File: src/i2p_pkg.sv
package i2p_pkg;

  // Operator stack size and derived widths
  localparam int STACK_DEPTH = 32;
  localparam int STACK_AW    = $clog2(STACK_DEPTH);
  localparam int CNT_W       = $clog2(STACK_DEPTH + 1);

  // Result buffer: one request yields at most one result per stack entry plus one
  localparam int OBUF_DEPTH  = STACK_DEPTH + 1;
  localparam int OBUF_AW     = $clog2(OBUF_DEPTH);
  localparam int OBUF_CW     = $clog2(OBUF_DEPTH + 1);

  // Microprogram counter width
  localparam int UPC_W       = 5;

  // Character codes
  localparam logic [7:0] CH_DIGIT_LO = 8'd49;   // '1'
  localparam logic [7:0] CH_DIGIT_HI = 8'd57;   // '9'
  localparam logic [7:0] CH_ALPHA_LO = 8'd97;   // 'a'
  localparam logic [7:0] CH_ALPHA_HI = 8'd122;  // 'z'
  localparam logic [7:0] CH_OPEN     = 8'h28;
  localparam logic [7:0] CH_CLOSE    = 8'h29;
  localparam logic [7:0] CH_PLUS     = 8'h2B;
  localparam logic [7:0] CH_MINUS    = 8'h2D;
  localparam logic [7:0] CH_MUL      = 8'h2A;
  localparam logic [7:0] CH_DIV      = 8'h2F;
  localparam logic [7:0] CH_POW      = 8'h5E;
  localparam logic [7:0] CH_NUL      = 8'h00;

  // Stacked operator codes
  typedef logic [2:0] opc_t;
  localparam opc_t OP_OPEN  = 3'd0;
  localparam opc_t OP_PLUS  = 3'd1;
  localparam opc_t OP_MINUS = 3'd2;
  localparam opc_t OP_MUL   = 3'd3;
  localparam opc_t OP_DIV   = 3'd4;
  localparam opc_t OP_POW   = 3'd5;

  // Error codes
  typedef logic [1:0] err_t;
  localparam err_t ERR_NONE     = 2'd0;
  localparam err_t ERR_CLOSE    = 2'd1;
  localparam err_t ERR_OVERFLOW = 2'd2;
  localparam err_t ERR_OPEN     = 2'd3;

  // Channel payloads
  typedef struct packed {
    logic [7:0] char_in;
    logic       end_of_expr;
  } in_t;

  typedef struct packed {
    logic [7:0] symbol;
    logic       symbol_valid;
    logic       run_end;
    err_t       error_code;
  } out_t;

  // Jump conditions of the microprogram
  typedef enum logic [3:0] {
    C_ALWAYS,
    C_NOREQ,
    C_OPND,
    C_OP,
    C_CLOSE,
    C_LAST,
    C_EMPTY,
    C_POPOK,
    C_TOPOPEN,
    C_FULL,
    C_NRES0,
    C_RDONE,
    C_OBUSY
  } cond_t;

  // Datapath actions of one control word
  typedef struct packed {
    logic accept;
    logic rd_top;
    logic pop;
    logic push;
    logic emit_chr;
    logic emit_top;
    logic emit_null;
    logic flag_en;
    err_t flag_code;
    logic rd_buf;
    logic load_out;
    logic end_clear;
  } act_t;

  typedef struct packed {
    cond_t            cond;
    logic             inv;
    logic             gate;    // actions only when the jump is not taken
    logic [UPC_W-1:0] target;
    act_t             act;
  } uword_t;

  // Datapath status fed back to the sequencer
  typedef struct packed {
    logic noreq;
    logic opnd;
    logic op;
    logic close;
    logic last;
    logic empty;
    logic popok;
    logic topopen;
    logic full;
    logic nres0;
    logic rdone;
    logic obusy;
  } stat_t;

  function automatic logic is_operand(logic [7:0] c);
    return ((c >= CH_DIGIT_LO) && (c <= CH_DIGIT_HI)) ||
           ((c >= CH_ALPHA_LO) && (c <= CH_ALPHA_HI));
  endfunction

  function automatic logic is_operator(logic [7:0] c);
    return (c == CH_OPEN) || (c == CH_PLUS) || (c == CH_MINUS) ||
           (c == CH_MUL) || (c == CH_DIV) || (c == CH_POW);
  endfunction

  function automatic opc_t op_code(logic [7:0] c);
    opc_t r;
    case (c)
      CH_PLUS:  r = OP_PLUS;
      CH_MINUS: r = OP_MINUS;
      CH_MUL:   r = OP_MUL;
      CH_DIV:   r = OP_DIV;
      CH_POW:   r = OP_POW;
      default:  r = OP_OPEN;
    endcase
    return r;
  endfunction

  function automatic logic [7:0] code_char(opc_t code);
    logic [7:0] r;
    case (code)
      OP_OPEN:  r = CH_OPEN;
      OP_PLUS:  r = CH_PLUS;
      OP_MINUS: r = CH_MINUS;
      OP_MUL:   r = CH_MUL;
      OP_DIV:   r = CH_DIV;
      OP_POW:   r = CH_POW;
      default:  r = CH_NUL;
    endcase
    return r;
  endfunction

  function automatic logic [2:0] prio_incoming(opc_t code);
    logic [2:0] r;
    case (code)
      OP_OPEN:  r = 3'd5;
      OP_PLUS:  r = 3'd1;
      OP_MINUS: r = 3'd1;
      OP_MUL:   r = 3'd2;
      OP_DIV:   r = 3'd2;
      OP_POW:   r = 3'd4;
      default:  r = 3'd0;
    endcase
    return r;
  endfunction

  function automatic logic [2:0] prio_stacked(opc_t code);
    logic [2:0] r;
    case (code)
      OP_OPEN:  r = 3'd0;
      OP_PLUS:  r = 3'd1;
      OP_MINUS: r = 3'd1;
      OP_MUL:   r = 3'd2;
      OP_DIV:   r = 3'd2;
      OP_POW:   r = 3'd3;
      default:  r = 3'd0;
    endcase
    return r;
  endfunction

endpackage

File: src/i2p_seq.sv
module i2p_seq (
  input  logic           clk,
  input  logic           rst,
  input  i2p_pkg::stat_t stat,
  output i2p_pkg::act_t  act,
  output logic           fetch_slot
);

  // Program labels
  localparam logic [i2p_pkg::UPC_W-1:0] S_FETCH = 5'd0;
  localparam logic [i2p_pkg::UPC_W-1:0] S_DSP1  = 5'd1;
  localparam logic [i2p_pkg::UPC_W-1:0] S_DSP2  = 5'd2;
  localparam logic [i2p_pkg::UPC_W-1:0] S_DSP3  = 5'd3;
  localparam logic [i2p_pkg::UPC_W-1:0] S_DSP4  = 5'd4;
  localparam logic [i2p_pkg::UPC_W-1:0] S_OPND  = 5'd5;
  localparam logic [i2p_pkg::UPC_W-1:0] S_OP    = 5'd6;
  localparam logic [i2p_pkg::UPC_W-1:0] S_OPCMP = 5'd7;
  localparam logic [i2p_pkg::UPC_W-1:0] S_OPPOP = 5'd8;
  localparam logic [i2p_pkg::UPC_W-1:0] S_PUSH  = 5'd9;
  localparam logic [i2p_pkg::UPC_W-1:0] S_PUSHW = 5'd10;
  localparam logic [i2p_pkg::UPC_W-1:0] S_OVF   = 5'd11;
  localparam logic [i2p_pkg::UPC_W-1:0] S_CLS   = 5'd12;
  localparam logic [i2p_pkg::UPC_W-1:0] S_CLCMP = 5'd13;
  localparam logic [i2p_pkg::UPC_W-1:0] S_CLPOP = 5'd14;
  localparam logic [i2p_pkg::UPC_W-1:0] S_DROP  = 5'd15;
  localparam logic [i2p_pkg::UPC_W-1:0] S_UNM   = 5'd16;
  localparam logic [i2p_pkg::UPC_W-1:0] S_END   = 5'd17;
  localparam logic [i2p_pkg::UPC_W-1:0] S_FLUSH = 5'd18;
  localparam logic [i2p_pkg::UPC_W-1:0] S_FLCMP = 5'd19;
  localparam logic [i2p_pkg::UPC_W-1:0] S_FLPOP = 5'd20;
  localparam logic [i2p_pkg::UPC_W-1:0] S_FOPEN = 5'd21;
  localparam logic [i2p_pkg::UPC_W-1:0] S_ENDE  = 5'd22;
  localparam logic [i2p_pkg::UPC_W-1:0] S_RPL   = 5'd23;
  localparam logic [i2p_pkg::UPC_W-1:0] S_LOAD  = 5'd24;
  localparam logic [i2p_pkg::UPC_W-1:0] S_LOOP  = 5'd25;
  localparam logic [i2p_pkg::UPC_W-1:0] S_FIN   = 5'd26;
  localparam logic [i2p_pkg::UPC_W-1:0] S_DONE  = 5'd27;

  logic [i2p_pkg::UPC_W-1:0] upc;
  logic [i2p_pkg::UPC_W-1:0] upc_next;
  i2p_pkg::uword_t           w;
  logic                      cond_hit;
  logic                      take;

  // Control store
  always_comb begin
    w        = '0;
    w.cond   = i2p_pkg::C_ALWAYS;
    w.inv    = 1'b1;
    w.target = S_FETCH;
    unique case (upc)
      S_FETCH: begin
        w.cond = i2p_pkg::C_NOREQ; w.inv = 1'b0; w.gate = 1'b1; w.target = S_FETCH;
        w.act.accept = 1'b1;
      end
      S_DSP1: begin w.cond = i2p_pkg::C_OPND;  w.inv = 1'b0; w.target = S_OPND; end
      S_DSP2: begin w.cond = i2p_pkg::C_OP;    w.inv = 1'b0; w.target = S_OP;   end
      S_DSP3: begin w.cond = i2p_pkg::C_CLOSE; w.inv = 1'b0; w.target = S_CLS;  end
      S_DSP4: begin w.inv = 1'b0; w.target = S_END; end
      S_OPND: begin
        w.inv = 1'b0; w.target = S_END;
        w.act.emit_chr = 1'b1;
      end
      // operator: pop while stacked priority >= incoming priority
      S_OP: begin
        w.cond = i2p_pkg::C_EMPTY; w.inv = 1'b0; w.gate = 1'b1; w.target = S_PUSH;
        w.act.rd_top = 1'b1;
      end
      S_OPCMP: begin w.cond = i2p_pkg::C_POPOK; w.inv = 1'b1; w.target = S_PUSH; end
      S_OPPOP: begin
        w.inv = 1'b0; w.target = S_OP;
        w.act.emit_top = 1'b1; w.act.pop = 1'b1;
      end
      S_PUSH:  begin w.cond = i2p_pkg::C_FULL; w.inv = 1'b0; w.target = S_OVF; end
      S_PUSHW: begin
        w.inv = 1'b0; w.target = S_END;
        w.act.push = 1'b1;
      end
      S_OVF: begin
        w.inv = 1'b0; w.target = S_END;
        w.act.flag_en = 1'b1; w.act.flag_code = i2p_pkg::ERR_OVERFLOW;
      end
      // close: pop down to the matching open
      S_CLS: begin
        w.cond = i2p_pkg::C_EMPTY; w.inv = 1'b0; w.gate = 1'b1; w.target = S_UNM;
        w.act.rd_top = 1'b1;
      end
      S_CLCMP: begin w.cond = i2p_pkg::C_TOPOPEN; w.inv = 1'b0; w.target = S_DROP; end
      S_CLPOP: begin
        w.inv = 1'b0; w.target = S_CLS;
        w.act.emit_top = 1'b1; w.act.pop = 1'b1;
      end
      S_DROP: begin
        w.inv = 1'b0; w.target = S_END;
        w.act.pop = 1'b1;
      end
      S_UNM: begin
        w.act.flag_en = 1'b1; w.act.flag_code = i2p_pkg::ERR_CLOSE;
      end
      // end of request: flush the stack when the last character is in
      S_END:   begin w.cond = i2p_pkg::C_LAST; w.inv = 1'b1; w.target = S_RPL; end
      S_FLUSH: begin
        w.cond = i2p_pkg::C_EMPTY; w.inv = 1'b0; w.gate = 1'b1; w.target = S_ENDE;
        w.act.rd_top = 1'b1;
      end
      S_FLCMP: begin w.cond = i2p_pkg::C_TOPOPEN; w.inv = 1'b0; w.target = S_FOPEN; end
      S_FLPOP: begin
        w.inv = 1'b0; w.target = S_FLUSH;
        w.act.emit_top = 1'b1; w.act.pop = 1'b1;
      end
      S_FOPEN: begin
        w.inv = 1'b0; w.target = S_FLUSH;
        w.act.pop = 1'b1;
        w.act.flag_en = 1'b1; w.act.flag_code = i2p_pkg::ERR_OPEN;
      end
      S_ENDE: begin
        w.cond = i2p_pkg::C_NRES0; w.inv = 1'b1; w.gate = 1'b1; w.target = S_RPL;
        w.act.emit_null = 1'b1;
      end
      // replay buffered results with the final error code
      S_RPL: begin
        w.cond = i2p_pkg::C_RDONE; w.inv = 1'b0; w.gate = 1'b1; w.target = S_FIN;
        w.act.rd_buf = 1'b1;
      end
      S_LOAD: begin
        w.cond = i2p_pkg::C_OBUSY; w.inv = 1'b0; w.gate = 1'b1; w.target = S_LOAD;
        w.act.load_out = 1'b1;
      end
      S_LOOP: begin w.inv = 1'b0; w.target = S_RPL; end
      S_FIN: begin
        w.cond = i2p_pkg::C_LAST; w.inv = 1'b1; w.gate = 1'b1; w.target = S_FETCH;
        w.act.end_clear = 1'b1;
      end
      S_DONE: begin w.inv = 1'b0; w.target = S_FETCH; end
      default: begin w.inv = 1'b0; w.target = S_FETCH; end
    endcase
  end

  // Condition select
  always_comb begin
    unique case (w.cond)
      i2p_pkg::C_ALWAYS:  cond_hit = 1'b1;
      i2p_pkg::C_NOREQ:   cond_hit = stat.noreq;
      i2p_pkg::C_OPND:    cond_hit = stat.opnd;
      i2p_pkg::C_OP:      cond_hit = stat.op;
      i2p_pkg::C_CLOSE:   cond_hit = stat.close;
      i2p_pkg::C_LAST:    cond_hit = stat.last;
      i2p_pkg::C_EMPTY:   cond_hit = stat.empty;
      i2p_pkg::C_POPOK:   cond_hit = stat.popok;
      i2p_pkg::C_TOPOPEN: cond_hit = stat.topopen;
      i2p_pkg::C_FULL:    cond_hit = stat.full;
      i2p_pkg::C_NRES0:   cond_hit = stat.nres0;
      i2p_pkg::C_RDONE:   cond_hit = stat.rdone;
      i2p_pkg::C_OBUSY:   cond_hit = stat.obusy;
      default:            cond_hit = 1'b0;
    endcase
  end

  assign take       = cond_hit ^ w.inv;
  assign act        = (w.gate && take) ? '0 : w.act;
  assign fetch_slot = w.act.accept;
  assign upc_next   = take ? w.target : upc + 1'b1;

  // Step counter
  always_ff @(posedge clk) begin
    if (rst) begin
      upc <= S_FETCH;
    end else begin
      upc <= upc_next;
    end
  end

endmodule

File: src/i2p_datapath.sv
module i2p_datapath (
  input  logic           clk,
  input  logic           rst,
  input  i2p_pkg::act_t  act,
  input  logic           char_valid,
  input  i2p_pkg::in_t   char_req,
  input  logic           sym_stall,
  output i2p_pkg::stat_t stat,
  output logic           sym_valid,
  output i2p_pkg::out_t  sym_req
);

  logic [7:0]                 chr;
  logic                       last;
  logic [i2p_pkg::CNT_W-1:0]  cnt;
  logic [i2p_pkg::CNT_W-1:0]  cnt_m1;
  i2p_pkg::err_t              err;
  i2p_pkg::opc_t              top;
  i2p_pkg::opc_t              opc;
  logic [i2p_pkg::OBUF_CW-1:0] nres;
  logic [i2p_pkg::OBUF_CW-1:0] rptr;
  logic [8:0]                 buf_rd;
  logic [8:0]                 buf_wd;
  logic                       buf_we;

  i2p_pkg::opc_t stack_mem [i2p_pkg::STACK_DEPTH];
  logic [8:0]    obuf_mem  [i2p_pkg::OBUF_DEPTH];

  assign opc    = i2p_pkg::op_code(chr);
  assign cnt_m1 = cnt - 1'b1;

  // Status to the sequencer
  always_comb begin
    stat.noreq   = !char_valid;
    stat.opnd    = i2p_pkg::is_operand(chr);
    stat.op      = i2p_pkg::is_operator(chr);
    stat.close   = (chr == i2p_pkg::CH_CLOSE);
    stat.last    = last;
    stat.empty   = (cnt == '0);
    stat.popok   = (i2p_pkg::prio_stacked(top) >= i2p_pkg::prio_incoming(opc));
    stat.topopen = (top == i2p_pkg::OP_OPEN);
    stat.full    = (cnt == i2p_pkg::CNT_W'(i2p_pkg::STACK_DEPTH));
    stat.nres0   = (nres == '0);
    stat.rdone   = (rptr == nres);
    stat.obusy   = sym_valid && sym_stall;
  end

  // Request capture
  always_ff @(posedge clk) begin
    if (act.accept) begin
      chr  <= char_req.char_in;
      last <= char_req.end_of_expr;
    end
  end

  // Operator stack: write on push, registered top read
  always_ff @(posedge clk) begin
    if (act.push) begin
      stack_mem[cnt[i2p_pkg::STACK_AW-1:0]] <= opc;
    end
    if (act.rd_top) begin
      top <= stack_mem[cnt_m1[i2p_pkg::STACK_AW-1:0]];
    end
  end

  // Stack count and sticky error
  always_ff @(posedge clk) begin
    if (rst) begin
      cnt <= '0;
      err <= i2p_pkg::ERR_NONE;
    end else begin
      if (act.end_clear) begin
        cnt <= '0;
        err <= i2p_pkg::ERR_NONE;
      end else begin
        if (act.pop) begin
          cnt <= cnt_m1;
        end else if (act.push) begin
          cnt <= cnt + 1'b1;
        end
        if (act.flag_en && (err == i2p_pkg::ERR_NONE)) begin
          err <= act.flag_code;
        end
      end
    end
  end

  // Result buffer write data: {valid, symbol}
  always_comb begin
    buf_we = act.emit_chr || act.emit_top || act.emit_null;
    if (act.emit_chr) begin
      buf_wd = {1'b1, chr};
    end else if (act.emit_top) begin
      buf_wd = {1'b1, i2p_pkg::code_char(top)};
    end else begin
      buf_wd = {1'b0, i2p_pkg::CH_NUL};
    end
  end

  always_ff @(posedge clk) begin
    if (buf_we) begin
      obuf_mem[nres[i2p_pkg::OBUF_AW-1:0]] <= buf_wd;
    end
    if (act.rd_buf) begin
      buf_rd <= obuf_mem[rptr[i2p_pkg::OBUF_AW-1:0]];
    end
  end

  // Buffer fill and replay pointers
  always_ff @(posedge clk) begin
    if (rst) begin
      nres <= '0;
      rptr <= '0;
    end else begin
      if (act.accept) begin
        nres <= '0;
        rptr <= '0;
      end else begin
        if (buf_we) begin
          nres <= nres + 1'b1;
        end
        if (act.rd_buf) begin
          rptr <= rptr + 1'b1;
        end
      end
    end
  end

  // Output register
  always_ff @(posedge clk) begin
    if (rst) begin
      sym_valid <= 1'b0;
    end else if (act.load_out) begin
      sym_valid <= 1'b1;
    end else if (!sym_stall) begin
      sym_valid <= 1'b0;
    end
  end

  always_ff @(posedge clk) begin
    if (act.load_out) begin
      sym_req.symbol       <= buf_rd[7:0];
      sym_req.symbol_valid <= buf_rd[8];
      sym_req.run_end      <= last && (rptr == nres);
      sym_req.error_code   <= err;
    end
  end

endmodule

File: src/infix_to_postfix_converter_unit.sv
// Channel   Direction  Handshake                 Payload
// char      in         char_valid / char_stall   char_req (i2p_pkg::in_t)
// sym       out        sym_valid  / sym_stall    sym_req  (i2p_pkg::out_t)
//
// One request at a time runs through a microprogram of 28 steps: the steps of its
// character class and end flush, plus a read, compare and pop pass per stack
// entry popped (registered stack read), and a buffer read, load and loop pass per result.
// Results of a request are buffered and replayed so all carry the final error.
// rst is synchronous; it clears the step counter, stack count, error, buffer pointers and valid.
// A stalled output holds the replay loop; char_stall is low only in the fetch step.
module infix_to_postfix_converter_unit (
  input  logic          clk,
  input  logic          rst,
  input  logic          char_valid,
  output logic          char_stall,
  input  i2p_pkg::in_t  char_req,
  output logic          sym_valid,
  input  logic          sym_stall,
  output i2p_pkg::out_t sym_req
);

  i2p_pkg::act_t  act;
  i2p_pkg::stat_t stat;
  logic           fetch_slot;

  // Microcode sequencer
  i2p_seq u_seq (
    .clk        (clk),
    .rst        (rst),
    .stat       (stat),
    .act        (act),
    .fetch_slot (fetch_slot)
  );

  // Stack, result buffer and output register
  i2p_datapath u_dp (
    .clk        (clk),
    .rst        (rst),
    .act        (act),
    .char_valid (char_valid),
    .char_req   (char_req),
    .sym_stall  (sym_stall),
    .stat       (stat),
    .sym_valid  (sym_valid),
    .sym_req    (sym_req)
  );

  assign char_stall = !fetch_slot;

endmodule
File: config.mk
export PLATFORM = sky130hd
export DESIGN_NAME = infix_to_postfix_converter_unit
export DESIGN_NICKNAME = d
export VERILOG_FILES = /design/src/i2p_pkg.sv /design/src/i2p_seq.sv /design/src/i2p_datapath.sv /design/src/infix_to_postfix_converter_unit.sv
export SDC_FILE = /design/constraint.sdc
export NUM_CORES = 1
export LEC_CHECK = 0
export BUFFER_PORTS_ARGS = -buffer_cell sky130_fd_sc_hd__buf_2
export CAP_MARGIN = 20
export CORE_MARGIN = 2
export CORE_UTILIZATION = 53
export DETAILED_ROUTE_END_ITERATION = 7
export GPL_TIMING_DRIVEN = 0
export HOLD_SLACK_MARGIN = 0.15
export PLACE_DENSITY_LB_ADDON = 0.1
export SYNTH_ARGS = -nofsm -noshare
export SYNTH_HDL_FRONTEND = slang
export SYNTH_SLANG_ARGS = --single-unit
File: constraint.sdc
create_clock -name clk -period 12.27 [get_ports clk]
set_input_delay 2.454 -clock clk [delete_from_list [all_inputs] [get_ports clk]]
set_output_delay 2.454 -clock clk [all_outputs]
set_load 0.01 [all_outputs]
==> out/qor.csv <==
metric,value,unit
Final GP Congestion,0.872,
"top cells by area, synth","edfxtp_1 (67%), mux4_2 (14%), dfxtp_1 (2.7%)",
worst skew pair latency,0.58,ns
Max Freq,183,MHz
clk_skew,0.0225,ns
CTS sink count,452,
I/O pin count,27,
sequential cell area fraction in the yosys report,0.700,
"Req. time, crit path",12.45,ns
WHS,0.422,ns
Die Area,37400,µm²
Syn Inst Count,1078,
Core ar.,35500,µm²
Total Wirelength,42000,µm
crit path time final,5.46,ns
HPWL Detailed,28400,µm
unrepaired setup endpoints after global routing,no,
worst setup margin,6.81,ns
Antenna Violating Nets Remaining,0,
Syn. warnings,0,
dpl ws,6.39,ns
CTS clock-pin slew for the worst setup and hold paths,0.06,ns
CP dominant cell by count,a21oi_1,
maxcap violations,0,
critical path's top delay family,simple AND/OR/NAND/NOR gates,
GR Util All Layers,0.230,
share of the synthesized area in the top cell type,0.672,
Nets,1203,
nature of the critical path startpoint,flip-flop,
Port Buf Inserts,26,
LEAKAGE,0.00671,µW
Crit Path Class,reg -> reg,
placed cell area,20100,µm²
Synth cell types,77,
Worst VDD drop,168,µV
Root Buffer,clkbuf_16,
diode count,0,
DRC viols,0,
final worst-path cycle share,0.445,
Rel. slew slack,0.313,
Area Growth Syn to Fin,14.3,%
most frequent cells in the layout,"edfxtp_1 (426), mux4_2 (120), nor2_1 (70), clkbuf_1 (53), clkbuf_16 (47)",
CP arrival,5.64,ns
crit path cell chain,nor4b_1 -> nand2_1 -> a21oi_1 -> o21ai_0 -> ha_1 -> nand2b_1 -> a21oi_1 -> a21oi_1 -> o211ai_1 -> a22oi_1 -> a221oi_4 -> mux2i_1 -> nand2_1 -> buf_2 -> nor3_2,
status,completed,
Pwr Total,4210,µW
drt via density,6.08,
Synth Net Count,1105,
final instance area,21800,µm²
Die X-Extent,193,µm
Worst Path Buf+Inv,1,
vias in the first global route,10200,
final hold viol count,0,
global-route wire length before repair,63700,µm
Crit path largest cell delay,0.86,ns
"most common cell after layout, fill and taps aside",edfxtp_1,
Initial Util,0.536,
worst slew pin tran,1.02,ns
buffers inserted by post-CTS timing repair,0,
initial antenna violation count,0,
CP endpoint kind,flip-flop,
ys async rst share,0,
R2R setup slack,6.81,ns
initial drt markers,809,
"Slew Viols, Final",0,
mapped cell area,19000,µm²
Pwr Density,194,nW/µm²
gr ovfl total,0,
Syn Area/Cell,17.6,µm²
dominant cell type by area after synthesis,edfxtp_1,
Final setup violation count,0,
DR WL/cell,25.1,µm
CTS tree,yes,
pin count of the biggest net entering global routing,34,
Num CTS Buffers,46,
H-tree levels,2,
Crit-path slowest cell,nor3_2,
Setup TNS,0,ns
"EDFF count, synth",426,
crit-path max FO,10,
Yosys reg bits,452,
Row Count,69,
HP Class,reg -> reg,
DIE HEIGHT,193,µm
count of hold-fix buffers inserted at cts,0,
routed via count,10200,
top_reg_cell synth,edfxtp_1,
First-pass DRT Iterations,6,
Resized cells post-CTS,0,
share of layout cells above drive strength 1,0.252,
Max clock buf depth,3,
-- path summary, 6_finish.rpt --
kind | cells past startpoint | from | endpoint
max | 15 | u_dp.chr[4] | u_dp.obuf_mem[22][0]
min | 0 | u_dp.buf_rd[6] | u_dp.sym_req[10]
max reg2reg | 15 | u_dp.chr[4] | u_dp.obuf_mem[22][0]
min reg2reg | 0 | u_dp.buf_rd[6] | u_dp.sym_req[10]
-- flip-flops by register name (all words and copies together) (netlist names) --
signal	cells
u_dp.obuf_mem	297
u_dp.stack_mem	96
u_dp.sym_req	12
u_dp.buf_rd	9
u_dp.chr	8
u_dp.cnt	6
u_dp.nres	6
u_dp.rptr	6
u_seq.upc	5
u_dp.top	3
u_dp.err	2
u_dp.last	1
u_dp.sym_valid	1
-- synthesized netlist by cell type, types with 4 or more instances --
| cell | count |
|---|---|
| nor4_1 | 5 |
| nand3b_1 | 4 |
| mux4_2 | 120 |
| ha_1 | 14 |
| nor2b_1 | 4 |
| a32o_1 | 4 |
| nor4b_1 | 4 |
| buf_1 | 10 |
| dfxtp_1 | 26 |
| nand2b_1 | 13 |
| nand3_1 | 18 |
| o31ai_1 | 8 |
| a211oi_1 | 6 |
| buf_2 | 7 |
| edfxtp_1 | 426 |
| a21oi_1 | 39 |
| nor2_1 | 71 |
| or2_2 | 4 |
| mux2_2 | 7 |
| mux2i_1 | 18 |
| xor2_1 | 4 |
| or3_1 | 12 |
| a22o_1 | 4 |
| o21ai_0 | 28 |
| inv_1 | 16 |
| xnor2_1 | 11 |
| nor3_1 | 40 |
| or4_1 | 6 |
| nand2_1 | 44 |
| clkbuf_1 | 41 |
-- per-layer routing --
metal,part of all wire,up-vias,GRT usage
li1,-,4552,-
met1,0.43,5215,0.324
met2,0.49,339,0.374
met3,0.057,61,0.0424
met4,0.019,0,0.0594
met5,0,-,0
-- where the power goes --
part	switching, µW	internal [µW]	total (µW)
logic	609	354	962
registers	36.0	1810	1840
clock network	569	841	1410
-- cells by family after synthesis --
logic type      count (synthesis)  synth area share
fa+ha+maj                      15           0.00973
compound gates                121            0.0426
simple gates                  246            0.0653
flops                         452             0.700
mux                           147             0.158
xor+xnor                       15           0.00691
buf+inv                        82            0.0181
-- per-stage QoR --
| stage | instances | utilization |
|---|---|---|
| detailed placement | 1584 | 0.568 |
| floorplan | 1078 | - |
| global route | 1673 | 0.613 |
| finish | 1673 | 0.613 |
| CTS | 1668 | 0.610 |
| global placement | 1565 | 0.556 |
-- layout make-up --
type                       count  area (µm²)
sequential                   452       13300
clock inverter                23         268
buffer                        64         277
fill                        2547       13700
inverter                      18        67.6
multi-input combinational    544        5510
clock buffer                  61        1250
tap                          461         577
timing repair buffer          50         493
(Power assumes the default switching activity.)
